File: src/tpli_pkg.sv
// tpli_pkg: widths, codes, reset values and shared types for the
// two point line intersection block; used by every module under src
package tpli_pkg;

    // field widths
    localparam int XY_W           = 12;
    localparam int COORD_BITS_DEF = 12;
    localparam int ACT_W          = 2;
    localparam int PH_W           = 2;
    localparam int COEF_W         = 13;
    localparam int C_W            = 26;
    localparam int DET_W          = 26;
    localparam int PRD_W          = 39;
    localparam int NUM_W          = 40;
    localparam int DSR_W          = 25;
    localparam int Q_W            = 32;
    localparam int DIV_STEPS      = NUM_W / 2;
    localparam int Q_DEPTH        = 2;

    // bus widths
    localparam int ADDR_W      = 4;
    localparam int DATA_W      = 32;
    localparam int S_TDATA_W   = 2 * XY_W;
    localparam int M_TDATA_W   = 128;
    localparam int RES_BITS    = PH_W + 2 * COEF_W + C_W + 2 * Q_W + 4;

    // action codes
    localparam logic [ACT_W-1:0] ACT_PLACE   = 2'd0;
    localparam logic [ACT_W-1:0] ACT_PREVIEW = 2'd1;
    localparam logic [ACT_W-1:0] ACT_CLEAR   = 2'd2;

    // phase codes
    localparam logic [PH_W-1:0] PH_NONE  = 2'd0;
    localparam logic [PH_W-1:0] PH_FIRST = 2'd1;
    localparam logic [PH_W-1:0] PH_LINE  = 2'd2;

    // register indexes
    localparam logic [1:0] REG_FSX = 2'd0;
    localparam logic [1:0] REG_FSY = 2'd1;
    localparam logic [1:0] REG_FEX = 2'd2;
    localparam logic [1:0] REG_FEY = 2'd3;

    // register reset values
    localparam logic [XY_W-1:0] FSX_RST = 12'd100;
    localparam logic [XY_W-1:0] FSY_RST = 12'd300;
    localparam logic [XY_W-1:0] FEX_RST = 12'd860;
    localparam logic [XY_W-1:0] FEY_RST = 12'd300;

    // saturation bounds
    localparam logic [Q_W-1:0] Q_MAX = {1'b0, {(Q_W-1){1'b1}}};
    localparam logic [Q_W-1:0] Q_MIN = {1'b1, {(Q_W-1){1'b0}}};

    typedef struct packed {
        logic            eval;
        logic [PH_W-1:0] phase;
        logic [XY_W-1:0] x1;
        logic [XY_W-1:0] y1;
        logic [XY_W-1:0] x2;
        logic [XY_W-1:0] y2;
    } t_job;

    typedef struct packed {
        logic [XY_W-1:0] sx;
        logic [XY_W-1:0] sy;
        logic [XY_W-1:0] ex;
        logic [XY_W-1:0] ey;
    } t_cfg;

    typedef struct packed {
        logic                     saturated;
        logic                     is_perpendicular;
        logic                     is_parallel;
        logic                     crossing_found;
        logic signed [Q_W-1:0]    cross_y;
        logic signed [Q_W-1:0]    cross_x;
        logic signed [C_W-1:0]    coef_c;
        logic signed [COEF_W-1:0] coef_b;
        logic signed [COEF_W-1:0] coef_a;
        logic [PH_W-1:0]          phase;
    } t_result;

    typedef struct packed {
        logic             start;
        logic [NUM_W-1:0] dvd;
        logic [DSR_W-1:0] dsr;
    } t_div_req;

endpackage

File: src/tpli_queue.sv
// tpli_queue: short job queue between front and back end
// depends on tpli_pkg for the job type and depth
module tpli_queue
    import tpli_pkg::*;
(
    input  logic i_clk,
    input  logic i_rst_n,
    input  logic i_push,
    input  t_job i_job,
    output logic o_full,
    input  logic i_pop,
    output t_job o_job,
    output logic o_empty
);

    localparam int PTR_W = (Q_DEPTH > 1) ? $clog2(Q_DEPTH) : 1;
    localparam int CNT_W = $clog2(Q_DEPTH + 1);

    t_job             r_mem [Q_DEPTH];
    logic [PTR_W-1:0] r_wr, r_rd;
    logic [CNT_W-1:0] r_count, n_count;

    assign o_full  = (r_count == CNT_W'(Q_DEPTH));
    assign o_empty = (r_count == '0);
    assign o_job   = r_mem[r_rd];

    always_comb begin
        n_count = r_count;
        if (i_push && !i_pop) begin
            n_count = r_count + 1'b1;
        end else if (!i_push && i_pop) begin
            n_count = r_count - 1'b1;
        end
    end

    // storage
    always_ff @(posedge i_clk) begin
        if (i_push) begin
            r_mem[r_wr] <= i_job;
        end
    end

    // pointers and fill count
    always_ff @(posedge i_clk) begin
        if (!i_rst_n) begin
            r_wr    <= '0;
            r_rd    <= '0;
            r_count <= '0;
        end else begin
            r_count <= n_count;
            if (i_push) begin
                r_wr <= (r_wr == PTR_W'(Q_DEPTH - 1)) ? '0 : r_wr + 1'b1;
            end
            if (i_pop) begin
                r_rd <= (r_rd == PTR_W'(Q_DEPTH - 1)) ? '0 : r_rd + 1'b1;
            end
        end
    end

`ifndef SYNTHESIS
    a_no_push_full: assert property (@(posedge i_clk) disable iff (!i_rst_n)
        i_push |-> !o_full) else $error("job pushed into full queue");
    a_no_pop_empty: assert property (@(posedge i_clk) disable iff (!i_rst_n)
        i_pop |-> !o_empty) else $error("job popped from empty queue");
`endif

endmodule

File: config.mk
export PLATFORM = sky130hd
export DESIGN_NAME = tpli_queue
export DESIGN_NICKNAME = d
export VERILOG_FILES = /design/src/tpli_pkg.sv /design/src/tpli_queue.sv
export SDC_FILE = /design/constraint.sdc
export NUM_CORES = 1
export LEC_CHECK = 0
export BUFFER_PORTS_ARGS = -buffer_cell sky130_fd_sc_hd__buf_2
export CAP_MARGIN = 20
export CORE_ASPECT_RATIO = 0.75
export CORE_UTILIZATION = 51
export DETAILED_ROUTE_END_ITERATION = 6
export GPL_ROUTABILITY_DRIVEN = 1
export HOLD_SLACK_MARGIN = 0.08
export PLACE_DENSITY = 0.74
export REMOVE_ABC_BUFFERS = 1
export SLEW_MARGIN = 40
export SYNTH_ARGS = -nofsm -noshare
export SYNTH_HDL_FRONTEND = slang
export SYNTH_SLANG_ARGS = --single-unit
File: constraint.sdc
create_clock -name i_clk -period 4.52 [get_ports i_clk]
set_input_delay 0.904 -clock i_clk [delete_from_list [all_inputs] [get_ports i_clk]]
set_output_delay 0.904 -clock i_clk [all_outputs]
set_load 0.01 [all_outputs]
==> results.toml <==
[clocking]
cts_setup_buffers = 0
clkSinkCount = 107
cts_max_path_buffers = 2
cts_buffers = 9
h-tree-depth = 3
cts_tree = "built"
clk_pin_slew_worst_paths_ps = 90
cts_root_buf = "clkbuf_8"
cts-resized-gates = 0
cts_hold_buffers = 0
clk_latency_ps = 350

[timing]
setup_viol = 0
rsz0062_at_grt = "false"
period_minus_slack_ps = 3030
final_max_slew_viol_count = 0
whs_ps = 540
relSlewSlack_pct = 46.9
worst_slew_pin_slew_ps = 796
finClkSkew_ps = 3.85
finalHoldViolCount = 0
timing.fmax_ghz = 0.330
finalSetupTns_ps = 0
finalCritPeriodShare_pct = 67.0

[detailed_routing]
ant_nets = 0
drt_pass1_iterations = 4
vias = 1993
drcViolationCount = 0
drt_iter0_markers = 71
avgViaCountPerCell = 4.97
drt_wl_total_um = 6480
wl_per_cell_um = 16.1

[die]
dieArea_um2 = 8000
io_pins = 108
die_y_um = 77.7
core_area_um2 = 7360
die_w_um = 103
placementRows = 27
start_util_pct = 52.9

[global_route]
overflow = 0
antenna_found_initial = 0
grt_max_degree = 37
grt_pass1_wl_um = 9410
grt_pass1_vias = 1997
grt_use_total_pct = 16.6

[synth]
avgSynthCellArea_um2 = 21.5
synth_commonest_cells = "edfxtp_1, mux2_2, buf_4, dfxtp_1, and2_1"
ys_warn_count = 0
ys_seq_elements = 107
synthMostInstantiatedCell = "edfxtp_1"
synthFlopType = "edfxtp_1"
ys_seq_area_share_pct = 81.1
synth.top_cell.area_share_pct = 78.6
async_reset_ff_share_pct = 0
synth.area.top_cells = "edfxtp_1, mux2_2, dfxtp_1"
postSynthCellCount = 181
syn_area_um2 = 3900
ys_types = 17
synth_edf_count = 102
synth_top_cell_by_area = "edfxtp_1"

[placed_design]
portBuffers = 107
dp_hpwl_um = 4320
placed_area_um2 = 4580
place_congestion = 0.690

[power_and_ir_drop]
power_density_nw_per_um2 = 403
p_leak_nw = 1.79
total_power_mw = 1.92
vdd_ir_drop_max_v = 0.000213

[layout]
layout-drive-gt1-share_pct = 59.7
final_cell_area_um2 = 4760
syn_to_final_growth_pct = 22.1
utilization_pct = 64.6
antenna_cells = 0
n_fill_cell = 565
regArea_um2 = 3160
num-nets-final = 353
multi_input_area_um2 = 699

[setup_path]
startpoint_type = "flop"
crit_fanout = 33
critical_path_class = "flop to output pin"
cp-end-kind = "output pin"
required_ps = 3620
arrival_ps = 2120

[hold_path]
hp-class = "flop to flop"

[run_status]
status = "complete, no violations"

[flow_run]
drv_cap = 0
## cell usage in the layout, fill, tap and decap left out, drive strengths merged
| master | count |
|---|---|
| and2b | 1 |
| clkbuf | 10 |
| xor2 | 2 |
| mux2 | 51 |
| or3 | 1 |
| clkinv | 1 |
| nor2 | 1 |
| a21boi | 1 |
| buf | 111 |
| clkinvlp | 2 |
| dfxtp | 5 |
| xnor2 | 1 |
| and2 | 4 |
| ha | 1 |
| o21a | 1 |
| edfxtp | 102 |
| o21ai | 1 |
| nor2b | 2 |
| bufinv | 1 |
| inv | 1 |
## where the power goes
group | total (mW) | internal [mW] | switching [mW]
Clock | 0.538 | 0.251 | 0.287
Combinational | 0.215 | 0.111 | 0.104
Sequential | 1.17 | 1.14 | 0.0250
Total | 1.92 | 1.50 | 0.416
## registers in the layout, indices dropped and copies added (netlist names), named ones only
signal	cells
r_rd	1
r_count	2
r_wr	1
r_mem	102
## cell families (layout without fill, tap and decap cells)
| logic type | Yosys count | in the layout | share of synthesized area [%] |
|---|---|---|---|
| compound gates | 3 | 3 | 0.513 |
| xor+xnor | 3 | 3 | 0.674 |
| fa+ha+maj | 1 | 1 | 0.321 |
| buf+inv | 7 | 126 | 1.19 |
| flops | 107 | 107 | 81.1 |
| mux | 51 | 51 | 14.7 |
| simple gates | 9 | 9 | 1.44 |
## per-stage QoR
step	std cells	worst slack, ps
2_1_floorplan	175	859
3_3_place_gp	386	1810
3_5_place_dp	387	1810
4_1_cts	401	1410
5_1_grt	401	1340
6_report	401	1490
## critical path, stage by stage, from the launching register on
cell and delay (ps):
dfxtp_2 860, buf_4 390, mux2_2 370, buf_2 140
## cell type report
cell class,instances,area share (%)
sequential,107,66.5
multi-input combinational,67,14.7
timing repair buffer,111,12.3
clock buffer,10,2.68
tap,101,2.65
clock inverter,4,1.13
inverter,1,0.0788
## path summary, 6_finish.rpt
path / startpoint / to / slack [ps] / depth (start not counted)
setup reg to reg: r_wr / r_mem[1][26] / 2970 / 2
hold / removal: r_count[1] / r_count[1] / 540 / 2
setup / recovery: flop / o_job[30] / 1490 / 3
hold reg to reg: r_count[1] / r_count[1] / 540 / 2
## per-layer routing
layer / vias to the layer above / global-route usage, % / wire length, µm
met2: 83 / 27.5 / 3200
met3: 2 / 7.21 / 553
met4: 0 / 5.49 / 19
met1: 973 / 19.2 / 2700
li1: 935 / - / -
met5: - / 0 / 0
Power figures use the tool's default switching activity.
