[src/tpli_pkg.sv]
// tpli_pkg: widths, codes, reset values and shared types for the
// two point line intersection block; used by every module under src
package tpli_pkg;

    // field widths
    localparam int XY_W           = 12;
    localparam int COORD_BITS_DEF = 12;
    localparam int ACT_W          = 2;
    localparam int PH_W           = 2;
    localparam int COEF_W         = 13;
    localparam int C_W            = 26;
    localparam int DET_W          = 26;
    localparam int PRD_W          = 39;
    localparam int NUM_W          = 40;
    localparam int DSR_W          = 25;
    localparam int Q_W            = 32;
    localparam int DIV_STEPS      = NUM_W / 2;
    localparam int Q_DEPTH        = 2;

    // bus widths
    localparam int ADDR_W      = 4;
    localparam int DATA_W      = 32;
    localparam int S_TDATA_W   = 2 * XY_W;
    localparam int M_TDATA_W   = 128;
    localparam int RES_BITS    = PH_W + 2 * COEF_W + C_W + 2 * Q_W + 4;

    // action codes
    localparam logic [ACT_W-1:0] ACT_PLACE   = 2'd0;
    localparam logic [ACT_W-1:0] ACT_PREVIEW = 2'd1;
    localparam logic [ACT_W-1:0] ACT_CLEAR   = 2'd2;

    // phase codes
    localparam logic [PH_W-1:0] PH_NONE  = 2'd0;
    localparam logic [PH_W-1:0] PH_FIRST = 2'd1;
    localparam logic [PH_W-1:0] PH_LINE  = 2'd2;

    // register indexes
    localparam logic [1:0] REG_FSX = 2'd0;
    localparam logic [1:0] REG_FSY = 2'd1;
    localparam logic [1:0] REG_FEX = 2'd2;
    localparam logic [1:0] REG_FEY = 2'd3;

    // register reset values
    localparam logic [XY_W-1:0] FSX_RST = 12'd100;
    localparam logic [XY_W-1:0] FSY_RST = 12'd300;
    localparam logic [XY_W-1:0] FEX_RST = 12'd860;
    localparam logic [XY_W-1:0] FEY_RST = 12'd300;

    // saturation bounds
    localparam logic [Q_W-1:0] Q_MAX = {1'b0, {(Q_W-1){1'b1}}};
    localparam logic [Q_W-1:0] Q_MIN = {1'b1, {(Q_W-1){1'b0}}};

    typedef struct packed {
        logic            eval;
        logic [PH_W-1:0] phase;
        logic [XY_W-1:0] x1;
        logic [XY_W-1:0] y1;
        logic [XY_W-1:0] x2;
        logic [XY_W-1:0] y2;
    } t_job;

    typedef struct packed {
        logic [XY_W-1:0] sx;
        logic [XY_W-1:0] sy;
        logic [XY_W-1:0] ex;
        logic [XY_W-1:0] ey;
    } t_cfg;

    typedef struct packed {
        logic                     saturated;
        logic                     is_perpendicular;
        logic                     is_parallel;
        logic                     crossing_found;
        logic signed [Q_W-1:0]    cross_y;
        logic signed [Q_W-1:0]    cross_x;
        logic signed [C_W-1:0]    coef_c;
        logic signed [COEF_W-1:0] coef_b;
        logic signed [COEF_W-1:0] coef_a;
        logic [PH_W-1:0]          phase;
    } t_result;

    typedef struct packed {
        logic             start;
        logic [NUM_W-1:0] dvd;
        logic [DSR_W-1:0] dsr;
    } t_div_req;

endpackage

[src/tpli_front.sv]
// tpli_front: accepts point beats, keeps the held first point and phase,
// and turns each beat into a job for the back end; uses tpli_pkg
module tpli_front
    import tpli_pkg::*;
#(
    parameter int COORD_BITS = COORD_BITS_DEF
) (
    input  logic             i_clk,
    input  logic             i_rst_n,
    input  logic             i_valid,
    output logic             o_ready,
    input  logic [ACT_W-1:0] i_action,
    input  logic [XY_W-1:0]  i_px,
    input  logic [XY_W-1:0]  i_py,
    output logic             o_push,
    output t_job             o_job,
    input  logic             i_full
);

    localparam int EFF_BITS = (COORD_BITS < XY_W) ? COORD_BITS : XY_W;
    localparam logic [XY_W-1:0] CMASK = {XY_W{1'b1}} >> (XY_W - EFF_BITS);

    logic [PH_W-1:0] r_phase, n_phase;
    logic [XY_W-1:0] r_first_x, n_first_x;
    logic [XY_W-1:0] r_first_y, n_first_y;
    logic            eval;
    logic [XY_W-1:0] px, py;

    assign px      = i_px & CMASK;
    assign py      = i_py & CMASK;
    assign o_ready = !i_full;
    assign o_push  = i_valid && !i_full;

    // classify the beat against the held phase
    always_comb begin
        n_phase   = r_phase;
        n_first_x = r_first_x;
        n_first_y = r_first_y;
        eval      = 1'b0;
        unique case (i_action)
            ACT_PLACE: begin
                if (r_phase == PH_FIRST) begin
                    eval    = 1'b1;
                    n_phase = PH_LINE;
                end else begin
                    n_first_x = px;
                    n_first_y = py;
                    n_phase   = PH_FIRST;
                end
            end
            ACT_PREVIEW: begin
                eval = (r_phase == PH_FIRST);
            end
            ACT_CLEAR: begin
                n_phase   = PH_NONE;
                n_first_x = '0;
                n_first_y = '0;
            end
            default: begin
                eval = 1'b0;
            end
        endcase
    end

    // job for the back end
    always_comb begin
        o_job.eval  = eval;
        o_job.phase = n_phase;
        o_job.x1    = r_first_x;
        o_job.y1    = r_first_y;
        o_job.x2    = px;
        o_job.y2    = py;
    end

    // held point and phase
    always_ff @(posedge i_clk) begin
        if (!i_rst_n) begin
            r_phase   <= PH_NONE;
            r_first_x <= '0;
            r_first_y <= '0;
        end else if (o_push) begin
            r_phase   <= n_phase;
            r_first_x <= n_first_x;
            r_first_y <= n_first_y;
        end
    end

endmodule

[config.mk]
export PLATFORM = sky130hd
export DESIGN_NAME = tpli_front
export DESIGN_NICKNAME = d
export VERILOG_FILES = /design/src/tpli_pkg.sv /design/src/tpli_front.sv
export SDC_FILE = /design/constraint.sdc
export NUM_CORES = 1
export LEC_CHECK = 0
export BUFFER_PORTS_ARGS = -buffer_cell sky130_fd_sc_hd__buf_2
export CORE_MARGIN = 3
export CORE_UTILIZATION = 35
export DETAILED_ROUTE_END_ITERATION = 8
export PLACE_DENSITY = 0.67
export SLEW_MARGIN = 15
export SYNTH_ARGS = -nofsm -noshare
export SYNTH_HDL_FRONTEND = slang
export SYNTH_SLANG_ARGS = --single-unit
[constraint.sdc]
create_clock -name i_clk -period 4.3 [get_ports i_clk]
set_input_delay 0.645 -clock i_clk [delete_from_list [all_inputs] [get_ports i_clk]]
set_output_delay 0.645 -clock i_clk [all_outputs]
set_load 0.01 [all_outputs]
==> results of run 1 <==
==> cells by family (layout without fill, tap and decap cells) <==
kind of cell	after synthesis	in the layout	synth area share
compound gates	53	53	0.269
buf+inv	42	90	0.220
flops	26	26	0.384
mux	1	1	0.00738
simple gates	32	32	0.119
==> final cells by class <==
| class | instances | area [µm²] | area share |
|---|---|---|---|
| timing repair buffer | 82 | 410 | 0.252 |
| clock inverter | 1 | 30.0 | 0.0184 |
| inverter | 4 | 27.5 | 0.0169 |
| multi-input combinational | 86 | 541 | 0.332 |
| clock buffer | 3 | 41.3 | 0.0254 |
| sequential | 26 | 520 | 0.320 |
| tap | 46 | 57.6 | 0.0354 |
==> worst min-delay path: stages (launching register included) <==
cell and delay, ps:
dfxtp_1 340, mux2i_1 130, nor2b_1 60
==> flip-flops by register name (all words and copies together), names as in the netlist <==
signal and flops:
r_phase 2, r_first_x 12, r_first_y 12
==> worst min path at each step <==
stage / start / endpoint / slack [ps] / cells past startpoint
2_1_floorplan: r_phase[1] / r_phase[1] / 520 / 2
3_3_place_gp: r_phase[1] / r_phase[1] / 560 / 2
3_5_place_dp: r_phase[1] / r_phase[1] / 550 / 2
4_1_cts: r_phase[1] / r_phase[1] / 570 / 2
5_1_grt: i_py[6] / r_first_y[6] / 580 / 2
6_report: r_phase[1] / r_phase[1] / 560 / 2
==> synth_stat cells (all sizes together) <==
master	instances	share of area
a21boi	1	0.0055
or2b	1	0.0055
o21ba	1	0.0074
a21oi	24	0.089
o31ai	1	0.0055
dfxtp	26	0.38
nor3b	1	0.014
buf	36	0.19
inv	3	0.0083
nor3	1	0.012
o21ai	2	0.0074
or3b	1	0.0065
nor2b	2	0.0092
clkinv	1	0.012
mux2i	1	0.0074
nand2	26	0.072
a31o	24	0.15
clkbuf	2	0.0055
==> metrics by stage <==
stage | util | hold WS [ps] | setup WS, ps | instance area (µm²)
final | 0.462 | 561 | 1620 | 1630
after global routing | 0.462 | 579 | 1570 | 1630
after CTS | 0.462 | 568 | 1620 | 1630
after detailed placement | 0.442 | 552 | 1570 | 1560
after global placement | 0.442 | 563 | 1600 | 1560
after floorplan | - | 518 | 2060 | 1360
==> per-layer routing <==
| metal | wire length (µm) | track usage | vias to the layer above | share of wire |
|---|---|---|---|---|
| li1 | - | - | 606 | - |
| met1 | 1440 | 0.186 | 540 | 0.44 |
| met2 | 1510 | 0.213 | 53 | 0.46 |
| met3 | 275 | 0.0345 | 5 | 0.084 |
| met4 | 38 | 0.0447 | 0 | 0.012 |
| met5 | 0 | 0 | - | 0 |
==> power groups by stage <==
stage           logic, W  clock network, W  registers, W
5_1_grt        0.0000902          0.000220      0.000252
3_3_place_gp   0.0000824                 0      0.000257
4_1_cts        0.0000834          0.000210      0.000251
2_1_floorplan  0.0000580                 0      0.000260
3_5_place_dp   0.0000833                 0      0.000257
6_report       0.0000821          0.000203      0.000251
==> qor.csv, run 1 <==
stage,metric,value,unit
status,run status,"finished, final reports clean",
setup_path,Startpoint Class,input pin,
setup_path,Crit-path slowest cell,or3b_1,
routing,First DRT Iteration DRCs,59,
clocking,Post CTS Setup Buffer Count,0,
logic_synthesis,synth unique cells,21,
layout,"commonest non-fill, non-tap cell in the layout",buf_2,
logic_synthesis,Mapped Cells,154,
setup_path,peak fanout along the critical path,26,
layout,area grow syn2layout,20.0,%
setup_path,Critical Path Source,i_action[1],
power,Switching Fraction,0.243,
routing,Vias/cell,4.85,
layout,fraction of layout cells with a size suffix above 1,0.470,
power,Leak,0.809,nW
die,chip height,68.3,µm
sta,"Hold Vio Cnt, Final",0,
routing,first-pass iteration count of the detailed router,4,
setup_path,Max stage delay on crit path,800,ps
power,Seq pwr share,0.469,
routing,Routed WL per cell,13.2,µm
grt,vias in the first global route,1022,
sta,Final min period,2680,ps
layout,final non-filler cell total,248,
setup_path,Setup Crit Path Kind,in2out,
clocking,CTS tree,built,
flow_run,max-cap violation count,0,
routing,Routed Antenna Nets,0,
layout,ANT cells,0,
logic_synthesis,Post-Synthesis Cell Area,1360,µm²
clocking,clk slew on worst S/H paths,90,ps
die,die width,68.3,µm
setup_path,CP cell instances,buf_2 > or3b_1 > o21ai_0 > buf_2,
power,share of total power in combinational logic,0.153,
sta,final setup TNS,0,ps
place,Placed Cells,244,
sta,clock skew,5.53,ps
sta,crit share post-route,0.623,
clocking,CTS Root Cell,clkbuf_8,
setup_path,CP Capture Point,o_job[49],
sta,slew margin rel.,0.264,
routing,DRC,0,
setup_path,depth of the most critical reg-to-reg path,4,
sta,# setup viols final,0,
setup_path,Worst R2R Start,r_phase[1],
min_path,Hold WC Path Type,reg2reg,
clocking,CTS Buf Count,3,
layout,most frequent cells in the layout,"82 x buf_2, 26 x nand2_1, 26 x dfxtp_1",
layout,fill count,381,
place,I/O Buffers,82,
power,Sw Pwr,0.000130,W
sta,RSZ-0062 raised after global routing,no,
power,Clk pwr share,0.378,
setup_path,CP Data Required Time,3650,ps
clocking,"Clk Latency, worst-skew pair",270,ps
clocking,CTS hold repair buffers,0,
grt,global-route wire length before repair,4850,µm
setup_path,"Top cell by count, worst path",buf_2,
setup_path,Reg2Reg Setup Slack,1950,ps
die,die area,4660,µm²
power,VDD IR max,0.111,mV
die,cell row count,21,
routing,Vias,1204,
layout,Nets,233,
logic_synthesis,Syn Nets,184,
logic_synthesis,Synth Warn #,0,
sta,Worst-Margin Slew,1100,ps
logic_synthesis,#FFs+latches synth,26,
die,initial core utilization,0.385,
routing,final WL,3270,µm
grt,initial antenna violation count,0,
sta,"Slew Viols, Final",0,
grt,GRT Total Usage,0.138,
setup_path,Reg2Reg Capture Point,r_first_y[10],
logic_synthesis,synthesized area per cell,8.81,µm²
setup_path,CP Buf/Inv Count,2,
setup_path,CP Data Arrival Time,2030,ps
sta,Fmax achieved,373,MHz
grt,pin count of the biggest net entering global routing,28,
power,Total Power,0.000536,W
place,Placer Congestion,0.712,
die,core footprint,3520,µm²
clocking,# H-tree levels,1,
logic_synthesis,"Seq/Total Area, Yosys",0.384,
clocking,Resized cells post-CTS,0,
setup_path,largest delay contributor family on the critical path,simple AND/OR/NAND/NOR gates,
setup_path,nature of the critical path endpoint,primary output,
grt,global route total overflow,0,
power,Pint,0.000406,W
place,DP HPWL,2280,µm
clocking,CTS Buffer Depth,2,
die,# IOs,83,
clocking,Clock Sinks,26,
setup_path,Crit path depth,4,
power,pwr dens,329,nW/µm²
(Power assumes the default switching activity.)
==> inputs of run 2 (changes only) <==
Clock period 4.3 ns to 2.7 ns, I/O delays scaled along.
==> run 2 against run 1 <==
Cell count up 1.2%. Total power is 44% higher. Sequential share of layout area fell by 0.12 points. Clock-buffer cell count rose by 1. Register-to-register slack got worse by 970 ps. Worst setup slack worse by 790 ps. Sequential power up 59%. Critical path type is now reg2out.
==> qor.csv, run 2 (synthesis gave the netlist of run 1 again) <==
stage,metric,value,unit
status,run status,"finished, final reports clean",
layout,"commonest non-fill, non-tap cell in the layout",buf_2,
layout,Nets,236,
sta,slew margin rel.,0.411,
sta,final setup TNS,0,ps
die,die area,4660,µm²
clocking,Resized cells post-CTS,0,
grt,global-route wire length before repair,4740,µm
power,pwr dens,474,nW/µm²
setup_path,Startpoint Class,flop,
clocking,clk slew on worst S/H paths,80,ps
place,Placer Congestion,0.697,
sta,clock skew,3.54,ps
setup_path,CP Data Arrival Time,1470,ps
setup_path,Setup Crit Path Kind,reg2out,
power,share of total power in combinational logic,0.170,
place,post-placement cell area,1580,µm²
die,chip height,68.3,µm
setup_path,CP Data Required Time,2300,ps
min_path,Hold WC Path Type,in2reg,
routing,First DRT Iteration DRCs,27,
grt,initial antenna violation count,0,
setup_path,Crit-path slowest cell,or3b_1,
clocking,CTS Buffer Depth,2,
power,Seq pwr share,0.516,
sta,Fmax achieved,534,MHz
clocking,# H-tree levels,1,
clocking,"Clk Latency, worst-skew pair",260,ps
routing,Routed Antenna Nets,0,
clocking,CTS tree,built,
layout,most frequent cells in the layout,"82 x buf_2, 26 x nand2_1, 26 x dfxtp_1",
sta,Worst-Margin Slew,880,ps
setup_path,Max stage delay on crit path,500,ps
clocking,CTS Buf Count,3,
routing,DRC,0,
flow_run,max-cap violation count,0,
place,Place WS,814,ps
power,Sw Pwr,0.000194,W
layout,fraction of layout cells with a size suffix above 1,0.478,
routing,first-pass iteration count of the detailed router,3,
setup_path,CP cell instances,or3b_1 > o21ai_0 > buf_2,
grt,global route total overflow,0,
sta,crit share post-route,0.693,
sta,worst hold slack,365,ps
routing,Vias,1165,
sta,"Slew Viols, Final",0,
grt,pin count of the biggest net entering global routing,28,
layout,fin area,1630,µm²
grt,vias in the first global route,1084,
sta,"Hold Vio Cnt, Final",0,
clocking,CTS Root Cell,clkbuf_8,
setup_path,peak fanout along the critical path,4,
place,I/O Buffers,82,
die,core footprint,3520,µm²
power,Leak,0.817,nW
layout,biggest regs,"r_first_x: 12 flops, r_first_y: 12 flops, r_phase: 2 flops",
die,initial core utilization,0.385,
clocking,Post CTS Setup Buffer Count,0,
sta,RSZ-0062 raised after global routing,no,
routing,final WL,3030,µm
setup_path,nature of the critical path endpoint,primary output,
routing,Routed WL per cell,12.1,µm
clocking,CTS hold repair buffers,0,
power,Clk pwr share,0.314,
power,VDD IR max,0.367,mV
place,DP HPWL,2140,µm
grt,GRT Total Usage,0.133,
sta,Setup WS post-layout,829,ps
power,Pint,0.000580,W
layout,area grow syn2layout,20.5,%
die,# IOs,83,
sta,# setup viols final,0,
die,cell row count,21,
die,die width,68.3,µm
sta,Final min period,1870,ps
power,Switching Fraction,0.251,
clocking,Clock Sinks,26,
routing,Vias/cell,4.64,
layout,ANT cells,0,
## run 2: cell count changes in the layout (fill, tap and decap cells not counted)
cell	change
clkbuf_8	+1
buf_4	+3
bufinv_16	-1
## run 2: worst paths after layout
path	from	endpoint	slack [ps]	cells past startpoint
max reg2reg	r_phase[1]	r_first_y[8]	980	4
min reg2reg	r_phase[1]	r_phase[1]	560	2
min	i_px[8]	r_first_x[8]	360	2
max	r_phase[1]	o_job[49]	830	3
## run 2: area by class of cell
class / count / area, µm²
flip-flops and latches: 26 / 520
well taps: 46 / 57.6
multi-input cells: 86 / 541
fillers: 380 / 1890
inverters: 4 / 27.5
clock buffers: 4 / 55.1
repair buffers: 85 / 433
## run 2: metrics by stage
step / instances / util / total power, W
finish: 251 / 0.464 / 0.000775
global route: 251 / 0.464 / 0.000821
CTS: 251 / 0.464 / 0.000792
detailed placement: 247 / 0.448 / 0.000543
global placement: 247 / 0.448 / 0.000543
floorplan: 154 / - / 0.000506
## run 2: critical path: cells and delay by family, from the launching register on
kind                   cells  cell delay [ps]
AOI/OAI and AO/OA          1              200
buffers and inverters      1              160
DFF                        1              340
and+or+nand+nor            1              500
## run 2: layer usage
metal  part of all wire  global-route usage  vias up
met5                  0                   0        -
met4             0.0046              0.0149        0
met3              0.077              0.0378        2
met2               0.48               0.236       46
met1               0.44               0.163      504
li1                   -                   -      613
## run 2: power groups by stage
stage          clock network (W)   logic, W  registers, W
2_1_floorplan                  0  0.0000923      0.000414
5_1_grt                 0.000272   0.000147      0.000401
4_1_cts                 0.000258   0.000134      0.000400
3_5_place_dp                   0   0.000134      0.000409
6_report                0.000243   0.000132      0.000400
3_3_place_gp                   0   0.000134      0.000409
