### src/tpli_pkg.sv
// tpli_pkg: widths, codes, reset values and shared types for the
// two point line intersection block; used by every module under src
package tpli_pkg;

    // field widths
    localparam int XY_W           = 12;
    localparam int COORD_BITS_DEF = 12;
    localparam int ACT_W          = 2;
    localparam int PH_W           = 2;
    localparam int COEF_W         = 13;
    localparam int C_W            = 26;
    localparam int DET_W          = 26;
    localparam int PRD_W          = 39;
    localparam int NUM_W          = 40;
    localparam int DSR_W          = 25;
    localparam int Q_W            = 32;
    localparam int DIV_STEPS      = NUM_W / 2;
    localparam int Q_DEPTH        = 2;

    // bus widths
    localparam int ADDR_W      = 4;
    localparam int DATA_W      = 32;
    localparam int S_TDATA_W   = 2 * XY_W;
    localparam int M_TDATA_W   = 128;
    localparam int RES_BITS    = PH_W + 2 * COEF_W + C_W + 2 * Q_W + 4;

    // action codes
    localparam logic [ACT_W-1:0] ACT_PLACE   = 2'd0;
    localparam logic [ACT_W-1:0] ACT_PREVIEW = 2'd1;
    localparam logic [ACT_W-1:0] ACT_CLEAR   = 2'd2;

    // phase codes
    localparam logic [PH_W-1:0] PH_NONE  = 2'd0;
    localparam logic [PH_W-1:0] PH_FIRST = 2'd1;
    localparam logic [PH_W-1:0] PH_LINE  = 2'd2;

    // register indexes
    localparam logic [1:0] REG_FSX = 2'd0;
    localparam logic [1:0] REG_FSY = 2'd1;
    localparam logic [1:0] REG_FEX = 2'd2;
    localparam logic [1:0] REG_FEY = 2'd3;

    // register reset values
    localparam logic [XY_W-1:0] FSX_RST = 12'd100;
    localparam logic [XY_W-1:0] FSY_RST = 12'd300;
    localparam logic [XY_W-1:0] FEX_RST = 12'd860;
    localparam logic [XY_W-1:0] FEY_RST = 12'd300;

    // saturation bounds
    localparam logic [Q_W-1:0] Q_MAX = {1'b0, {(Q_W-1){1'b1}}};
    localparam logic [Q_W-1:0] Q_MIN = {1'b1, {(Q_W-1){1'b0}}};

    typedef struct packed {
        logic            eval;
        logic [PH_W-1:0] phase;
        logic [XY_W-1:0] x1;
        logic [XY_W-1:0] y1;
        logic [XY_W-1:0] x2;
        logic [XY_W-1:0] y2;
    } t_job;

    typedef struct packed {
        logic [XY_W-1:0] sx;
        logic [XY_W-1:0] sy;
        logic [XY_W-1:0] ex;
        logic [XY_W-1:0] ey;
    } t_cfg;

    typedef struct packed {
        logic                     saturated;
        logic                     is_perpendicular;
        logic                     is_parallel;
        logic                     crossing_found;
        logic signed [Q_W-1:0]    cross_y;
        logic signed [Q_W-1:0]    cross_x;
        logic signed [C_W-1:0]    coef_c;
        logic signed [COEF_W-1:0] coef_b;
        logic signed [COEF_W-1:0] coef_a;
        logic [PH_W-1:0]          phase;
    } t_result;

    typedef struct packed {
        logic             start;
        logic [NUM_W-1:0] dvd;
        logic [DSR_W-1:0] dsr;
    } t_div_req;

endpackage

### src/tpli_div.sv
// tpli_div: unsigned restoring divider, two quotient bits per cycle
// depends on tpli_pkg for operand widths
module tpli_div
    import tpli_pkg::*;
(
    input  logic             i_clk,
    input  logic             i_rst_n,
    input  t_div_req         i_req,
    output logic             o_done,
    output logic [NUM_W-1:0] o_quo
);

    localparam int CNT_W = $clog2(DIV_STEPS);

    logic               r_busy;
    logic               r_done;
    logic [CNT_W-1:0]   r_cnt;
    logic [NUM_W-1:0]   r_q;
    logic [DSR_W-1:0]   r_rem;
    logic [DSR_W-1:0]   r_dsr;
    logic [DSR_W:0]     t1, t2;
    logic               ge1, ge2;
    logic [DSR_W-1:0]   rem1, rem2;

    // two dependent compare and subtract steps
    always_comb begin
        t1   = {r_rem, r_q[NUM_W-1]};
        ge1  = (t1 >= {1'b0, r_dsr});
        rem1 = ge1 ? DSR_W'(t1 - {1'b0, r_dsr}) : DSR_W'(t1);
        t2   = {rem1, r_q[NUM_W-2]};
        ge2  = (t2 >= {1'b0, r_dsr});
        rem2 = ge2 ? DSR_W'(t2 - {1'b0, r_dsr}) : DSR_W'(t2);
    end

    assign o_done = r_done;
    assign o_quo  = r_q;

    // datapath, dividend shifts out as quotient shifts in
    always_ff @(posedge i_clk) begin
        if (i_req.start) begin
            r_q   <= i_req.dvd;
            r_rem <= '0;
            r_dsr <= i_req.dsr;
        end else if (r_busy) begin
            r_q   <= {r_q[NUM_W-3:0], ge1, ge2};
            r_rem <= rem2;
        end
    end

    // step counter
    always_ff @(posedge i_clk) begin
        if (!i_rst_n) begin
            r_busy <= 1'b0;
            r_done <= 1'b0;
            r_cnt  <= '0;
        end else begin
            r_done <= !i_req.start && r_busy && (r_cnt == CNT_W'(DIV_STEPS - 1));
            if (i_req.start) begin
                r_busy <= 1'b1;
                r_cnt  <= '0;
            end else if (r_busy) begin
                r_cnt <= r_cnt + 1'b1;
                if (r_cnt == CNT_W'(DIV_STEPS - 1)) begin
                    r_busy <= 1'b0;
                end
            end
        end
    end

endmodule

### config.mk
export PLATFORM = sky130hd
export DESIGN_NAME = tpli_div
export DESIGN_NICKNAME = d
export VERILOG_FILES = /design/src/tpli_pkg.sv /design/src/tpli_div.sv
export SDC_FILE = /design/constraint.sdc
export NUM_CORES = 1
export LEC_CHECK = 0
export ABC_AREA = 0
export BUFFER_PORTS_ARGS = -buffer_cell sky130_fd_sc_hd__buf_4
export CAP_MARGIN = 20
export CORE_UTILIZATION = 25
export DETAILED_ROUTE_END_ITERATION = 8
export GPL_ROUTABILITY_DRIVEN = 0
export MAX_ROUTING_LAYER = met4
export PLACE_DENSITY = 0.54
export SETUP_SLACK_MARGIN = 0.4
export SLEW_MARGIN = 40
export SYNTH_ARGS = -nofsm -noshare
export SYNTH_HDL_FRONTEND = slang
export SYNTH_SLANG_ARGS = --single-unit
### constraint.sdc
create_clock -name i_clk -period 5 [get_ports i_clk]
set_input_delay 1 -clock i_clk [delete_from_list [all_inputs] [get_ports i_clk]]
set_output_delay 1 -clock i_clk [all_outputs]
set_load 0.005 [all_outputs]
==> results of run 1 <==
[cells in the final DEF (no fill, tap or decap), drive strengths merged, types with 3 or more instances in the layout]
cell type  count
or2            3
o2111ai        3
o21a          10
a211oi        18
a221oi         4
a21oi         38
a31o           5
xor2          19
clkinv         4
dfxtp         32
buf          186
mux2i         21
mux2          59
o21bai         5
and3           7
xnor2         28
a41oi          4
a31oi          6
edfxtp        65
ha            51
o31ai          5
nand3b         4
nand4          8
inv           43
a21o          19
nand2b         6
nand3         15
clkbuf         9
nor2b          4
o211a          3
o21ai         36
or3            3
o211ai         4
or4            3
nor3          14
nor2          32
nand2         36
[flip-flops by register name, summed over array words and instances (netlist names)]
name / flops
o_done: 1
r_dsr: 25
r_cnt: 5
o_quo: 40
r_busy: 1
r_rem: 25
[report_power, final]
part	switching [mW]	internal (mW)
Combinational	2.20	2.24
Sequential	0.103	1.00
Clock	0.379	0.408
[cell usage after synthesis, drive strengths merged, types with 10 or more instances]
cell	n
a21oi	38
dfxtp	32
edfxtp	65
ha	51
xnor2	28
xor2	19
nand2	36
nor3	14
clkbuf	13
nor2	32
nand3	15
mux2	59
a21o	19
o21ai	36
inv	41
mux2i	21
o21a	10
a211oi	18
[routing by layer]
metal / routed length, um / vias to the layer above / track usage, %
met5: 0 / - / -
met4: 472 / 0 / 5.00
met3: 1300 / 32 / 3.81
met2: 9170 / 175 / 23.5
met1: 9360 / 2710 / 19.1
li1: - / 2818 / -
[timing repair]
action / in CTS / in global routing
gates resized for setup: 34 / 44
setup endpoints to repair: 26 / 26
pin swaps: 10 / 19
buffers inserted: 10 / 3
[layout make-up]
class	instances	area [um^2]	share of cell area (%)
inverter	41	154	1.66
timing repair buffer	186	1470	15.8
sequential	97	2590	27.9
multi-input combinational	495	4310	46.5
clock buffer	9	225	2.43
tap	335	419	4.52
clock inverter	7	108	1.16
[stage by stage]
| step | TNS (ns) | hold WS, ns | instances |
|---|---|---|---|
| finish | 0 | 0.477 | 1170 |
| CTS | 0 | 0.478 | 1167 |
| floorplan | 0 | 0.447 | 654 |
| detailed placement | -0.425 | 0.480 | 1141 |
| global placement | -0.0766 | 0.471 | 1141 |
| global route | -1.66 | 0.492 | 1170 |
[critical path: stages, from the launching register on]
cell	delay, ns
edfxtp_1	0.38
inv_1	0.07
ha_2	0.17
inv_2	0.04
fa_2	0.33
a21o_1	0.19
a41oi_2	0.18
a311oi_2	0.15
or4_4	0.46
o2111ai_4	0.14
nand2_4	0.10
buf_12	0.15
mux2_4	0.31
ha_4	0.23
a211oi_4	0.26
o21a_1	0.22
o21bai_2	0.11
a221o_1	0.39
a221oi_2	0.25
o21bai_1	0.11
xor2_1	0.27
mux2i_4	0.11
a211oi_2	0.17
[logic make-up after synthesis]
| kind of cell | synth area share, % |
|---|---|
| buffers and inverters | 3.84 |
| adders and majority gates | 10.1 |
| AOI/OAI and AO/OA | 17.8 |
| and+or+nand+nor | 10.3 |
| xor gates and xnor gates | 6.14 |
| DFF | 38.7 |
| muxes | 13.2 |
[path summary, 6_finish.rpt]
kind | to | slack [ns] | cells after the start
worst min-delay path | r_rem[1] | 0.48 | 2
worst max-delay path | r_rem[20] | 0.1 | 22
worst max register to register | r_rem[20] | 0.1 | 22
worst min register to register | r_rem[1] | 0.48 | 2
==> flow_metrics.py, run 1 <==
metrics = {
    "floorplan": {
        "core-area_um2": 26200,
        "fp.dieH_um": 166,
        "dieArea_um2": 27500,
        "floorplan.die.width_um": 166,
        "initial_utilization_pct": 25.6,
        "number_of_i_o_pins": 109,
        "rows": 59,
    },
    "routing": {
        "dr.first_iter.drc_count": 273,
        "drc": 4,
        "drt-total-wl_mm": 20.3,
        "detail_route.vias_per_cell": 4.90,
        "detail-route-antenna-nets": 0,
        "routed_wire_length_per_instance_um": 17.4,
        "route.vias.total": 5735,
        "drt_pre_antenna_iters": 6,
    },
    "clock_tree": {
        "cts_made_buffers": 9,
        "ctsHoldBuffers": 0,
        "clock_insertion_delay_worst_skew_ns": 0.37,
        "clock_sinks": 97,
        "clkSlewWorstSetupHoldPaths_ns": 0.08,
        "cts_max_level": 3,
        "cts_tree": "yes",
        "cts.path.max_buffers": 2,
        "root_buffer_selected_by_cts": "clkbuf_16",
    },
    "synthesis": {
        "post_synth_inst_count": 654,
        "synth.avg_cell_area_um2": 10.3,
        "netlist-cell-type-count": 63,
        "asyncSetResetFlopFracSynth_pct": 0,
        "yosys_register_bits": 97,
        "synth.area.top_cells": "edfxtp_1 (29%), mux2_2 (9.6%), dfxtp_1 (9.6%)",
        "synth-main-ff-cell": "edfxtp_1",
        "synth.yosys.seq_area_share_pct": 38.7,
        "synth.cell_area_um2": 6710,
        "synth_top_area_share_pct": 29.1,
        "postSynthNetCount": 775,
        "synth-warning-count": 0,
        "post-synth-top-area-cell": "edfxtp_1",
        "synth_edf_count": 65,
    },
    "timing": {
        "final-max-slew-violation-count": 0,
        "grt_setup_unrepaired": "yes",
        "top_achievable_clock_speed_mhz": 204,
        "max_slew_margin_pct": 40.6,
        "period_needed_ns": 4.90,
        "min_period_over_period_pct": 98.1,
        "timing_worst_slew_pin_value_ns": 0.891,
        "hold_viol": 0,
        "timing.final.ws_setup_ns": 0.0973,
        "setup_viol": 0,
        "worst_clock_skew_ns": 0.00970,
    },
    "global_route": {
        "grt_pass1_wl_mm": 31.5,
        "via_count_of_the_first_global_routing_pass": 5893,
        "antenna_found_initial": 0,
        "globalRouteOverflowTotal": 0,
        "largest_net_degree_at_the_start_of_global_routing": 50,
        "track_usage_pct": 15.1,
    },
    "finish": {
        "areaGrowthSynthToFinish_pct": 38.3,
        "final_cell_area_um2": 9280,
        "layout.filler_cells": 2613,
        "final_layout_size_suffix_gt1_share_pct": 40.1,
        "fin_nets": 951,
        "count_of_inserted_antenna_diode_cells": 0,
        "finish.utilization_pct": 35.4,
    },
    "critical_path": {
        "critPathArrivalTime_ns": 5.19,
        "critPathCaptureType": "register",
        "reg2reg_from": "o_quo[39]",
        "critical_path_required_ns": 5.29,
        "path_class": "reg2reg",
        "start_kind": "register",
        "timing.critical_path.fanout_max": 7,
        "crit_start": "o_quo[39]",
    },
    "min_path": {
        "worstHoldStart": "r_rem[1]",
        "min-delay-path-class": "reg2reg",
    },
    "status": {
        "status": "finished, violations left",
        "violated_checks": "design-rule violations",
    },
    "placed_design": {
        "placed_area_um2": 8470,
        "detailedPlace.worstSlack_ns": -0.161,
        "port-buffer-count": 108,
        "hpwl_mm": 15.0,
    },
    "power": {
        "cellLeakagePower_nw": 3.96,
        "report.power.total_mw": 6.34,
        "power.ir.vdd_worst_mv": 0.242,
        "power-per-cell-area_nw_per_um2": 683,
    },
    "flow_run": {
        "timing.max_cap.violations": 0,
    },
}
(Power assumes the default switching activity.)
==> run 2, diff against run 1 <==
--- a/config.mk
+++ b/config.mk
@@ -5,14 +5,14 @@
 export SDC_FILE = /design/constraint.sdc
 export NUM_CORES = 1
 export LEC_CHECK = 0
-export ABC_AREA = 0
 export BUFFER_PORTS_ARGS = -buffer_cell sky130_fd_sc_hd__buf_4
 export CAP_MARGIN = 20
-export CORE_UTILIZATION = 25
+export CORE_MARGIN = 3
+export CORE_UTILIZATION = 52
 export DETAILED_ROUTE_END_ITERATION = 8
 export GPL_ROUTABILITY_DRIVEN = 0
 export MAX_ROUTING_LAYER = met4
-export PLACE_DENSITY = 0.54
+export PLACE_DENSITY = 0.88
 export SETUP_SLACK_MARGIN = 0.4
 export SLEW_MARGIN = 40
 export SYNTH_ARGS = -nofsm -noshare
==> run 2 against run 1 <==
Compared with the run above: the flow finishes with violations (negative setup slack); critical path depth rose by 2; clock power fell by 5.2%; worst hold slack improved by 0.0043 ns; critical endpoint is now r_rem[16]; count of clock-buffer cells in the layout rose by 1; clock skew rose by 0.0029 ns; largest cell class unchanged; wire length rose by 17%; sequential power barely moved.
==> flow_metrics.py, run 2 (synthesis gave the netlist of run 1 again) <==
metrics = {
    "power": {
        "power-per-cell-area_nw_per_um2": 739,
        "clk_network_pwr_share_pct": 11.0,
        "total_switching_power_mw": 3.02,
        "cellLeakagePower_nw": 3.97,
        "switching_share_pct": 44.3,
        "cell_internal_pwr_mw": 3.80,
        "combinationalPowerShare_pct": 72.5,
        "power.ir.vdd_worst_mv": 0.393,
        "power.share.sequential_pct": 16.5,
    },
    "timing": {
        "timing.final.ws_setup_ns": -0.181,
        "min_period_over_period_pct": 104,
        "timing_worst_slew_pin_value_ns": 0.860,
        "setup_viol": 26,
        "worst_clock_skew_ns": 0.0126,
        "fin_hold_ws_ns": 0.481,
        "period_needed_ns": 5.18,
        "max_slew_margin_pct": 42.7,
        "final-max-slew-violation-count": 0,
        "top_achievable_clock_speed_mhz": 193,
        "fin_tns_setup_ns": -2.75,
        "grt_setup_unrepaired": "yes",
        "hold_viol": 0,
    },
    "critical_path": {
        "timing.critical_path.fanout_max": 8,
        "start_kind": "register",
        "path_class": "reg2reg",
        "critPathArrivalTime_ns": 5.39,
        "crit_path_top_delay_cell": "edfxtp_1",
        "largest_delay_share_family_worst_path": "compound AO/OA/AOI/OAI gates",
        "critical_path_required_ns": 5.21,
        "critical_path_buf_inv_count": 5,
        "critPathCaptureType": "register",
        "timing.critical_path.slowest_cell_delay_ns": 0.42,
        "crit_chain": "inv_2 -> ha_4 -> inv_2 -> fa_2 -> a21o_1 -> a41oi_2 -> a311oi_2 -> buf_4 -> or2_2 -> a21oi_1 -> xnor2_1 -> mux2_4 -> ha_4 -> nand4_1 -> nor3_4 -> a41oi_2 -> o211ai_1 -> a21oi_2 -> o31ai_2 -> a21oi_4 -> buf_12 -> buf_12 -> mux2i_1 -> o21ai_1",
    },
    "routing": {
        "routed_wire_length_per_instance_um": 23.8,
        "wl_met3_mm": 2.39,
        "dr.first_iter.drc_count": 832,
        "routed_length_on_met2_mm": 11.4,
        "detail-route-antenna-nets": 0,
        "detail_route.vias_per_cell": 6.71,
        "top_layer": "met4",
        "route.vias.total": 6694,
        "drc": 0,
        "drt_pre_antenna_iters": 8,
        "drt-total-wl_mm": 23.7,
        "detail_route.wirelength.met1_mm": 8.34,
    },
    "clock_tree": {
        "ctsHoldBuffers": 0,
        "clock_insertion_delay_worst_skew_ns": 0.37,
        "clock_sinks": 97,
        "cts.path.max_buffers": 2,
        "clkSlewWorstSetupHoldPaths_ns": 0.07,
        "cts_tree": "yes",
        "cts_made_buffers": 9,
        "root_buffer_selected_by_cts": "clkbuf_16",
        "cts_max_level": 3,
    },
    "finish": {
        "layout.filler_cells": 738,
        "areaGrowthSynthToFinish_pct": 37.5,
        "final_layout_size_suffix_gt1_share_pct": 42.6,
        "count_of_inserted_antenna_diode_cells": 0,
        "post_layout_nonfiller_instances": 997,
        "fin_nets": 945,
        "largest_reg_flops": 40,
        "most_used_cells_in_the_layout_excluding_fill_and_tap_cells": "buf_4 (169), edfxtp_1 (65), mux2_2 (47)",
        "layout_commonest_cell": "buf_4",
    },
    "flow_run": {
        "timing.max_cap.violations": 0,
    },
    "status": {
        "violated_checks": "negative setup slack",
        "status": "finished, violations left",
    },
    "min_path": {
        "min-delay-path-class": "reg2reg",
    },
    "global_route": {
        "largest_net_degree_at_the_start_of_global_routing": 81,
        "via_count_of_the_first_global_routing_pass": 6776,
        "track_usage_pct": 31.4,
        "grt_pass1_wl_mm": 34.8,
        "globalRouteOverflowTotal": 0,
        "antenna_found_initial": 0,
    },
    "placed_design": {
        "hpwl_mm": 14.3,
        "dp_cells": 942,
        "port-buffer-count": 108,
    },
    "floorplan": {
        "number_of_i_o_pins": 109,
        "initial_utilization_pct": 54.5,
        "core-area_um2": 12300,
        "fp.dieH_um": 120,
        "floorplan.die.width_um": 120,
        "rows": 40,
        "dieArea_um2": 14300,
    },
}
## run 2: cell types whose count changed in the layout (fill, tap and decap cells not counted), sizes merged
cell      delta
clkinv       -1
clkinvlp     +1
inv          -1
clkbuf       +1
buf          -6
## run 2: timing repair
action	CTS	global route
pin swaps	33	32
setup buffers	15	23
cloned	1	0
resized for setup	74	53
endpoints found under the setup margin	26	26
## run 2: path summary, 6_finish.rpt
| check | startpoint | endpoint | slack [ns] | cells after the start |
|---|---|---|---|---|
| max | o_quo[39] | r_rem[16] | -0.18 | 24 |
| min | r_rem[5] | r_rem[5] | 0.48 | 2 |
| min reg2reg | r_rem[5] | r_rem[5] | 0.48 | 2 |
| max reg2reg | o_quo[39] | r_rem[16] | -0.18 | 24 |
## run 2: power groups by stage
stage	Sequential [mW]	Clock (mW)	Combinational [mW]
after global routing	1.13	0.775	5.15
after floorplan	1.09	0	2.56
final	1.12	0.747	4.95
after CTS	1.11	0.742	3.99
after global placement	1.11	0	3.29
after detailed placement	1.12	0	3.40
## run 2: tightest hold or removal path: cells and delay by family, from the launching register on
| family | cells | cell delay [ns] |
|---|---|---|
| DFF | 1 | 0.33 |
| and+or+nand+nor | 1 | 0.06 |
| AOI/OAI and AO/OA | 1 | 0.05 |
## run 2: cell type report
| class | count | area [um^2] | area share [%] |
|---|---|---|---|
| multi-input combinational | 495 | 4500 | 48.8 |
| sequential | 97 | 2590 | 28.1 |
| timing repair buffer | 180 | 1450 | 15.7 |
| clock buffer | 10 | 239 | 2.59 |
| tap | 168 | 210 | 2.28 |
| inverter | 41 | 154 | 1.67 |
| clock inverter | 6 | 75.1 | 0.814 |
## run 2: through the flow
stage | worst slack, ns | utilization (%) | total power [mW] | instance area, um^2
floorplan | 0.301 | - | 3.65 | 6810
global placement | -0.0242 | 64.9 | 4.41 | 7990
detailed placement | -0.189 | 64.9 | 4.52 | 7990
CTS | 0.113 | 71.5 | 5.84 | 8800
global route | -0.315 | 74.9 | 7.06 | 9220
finish | -0.181 | 74.9 | 6.82 | 9220
## run 2: routing by layer
metal	GRT usage, %	up-vias
met5	-	-
met4	14.0	0
met3	7.54	186
met2	52.6	553
met1	36.0	3146
li1	-	2809
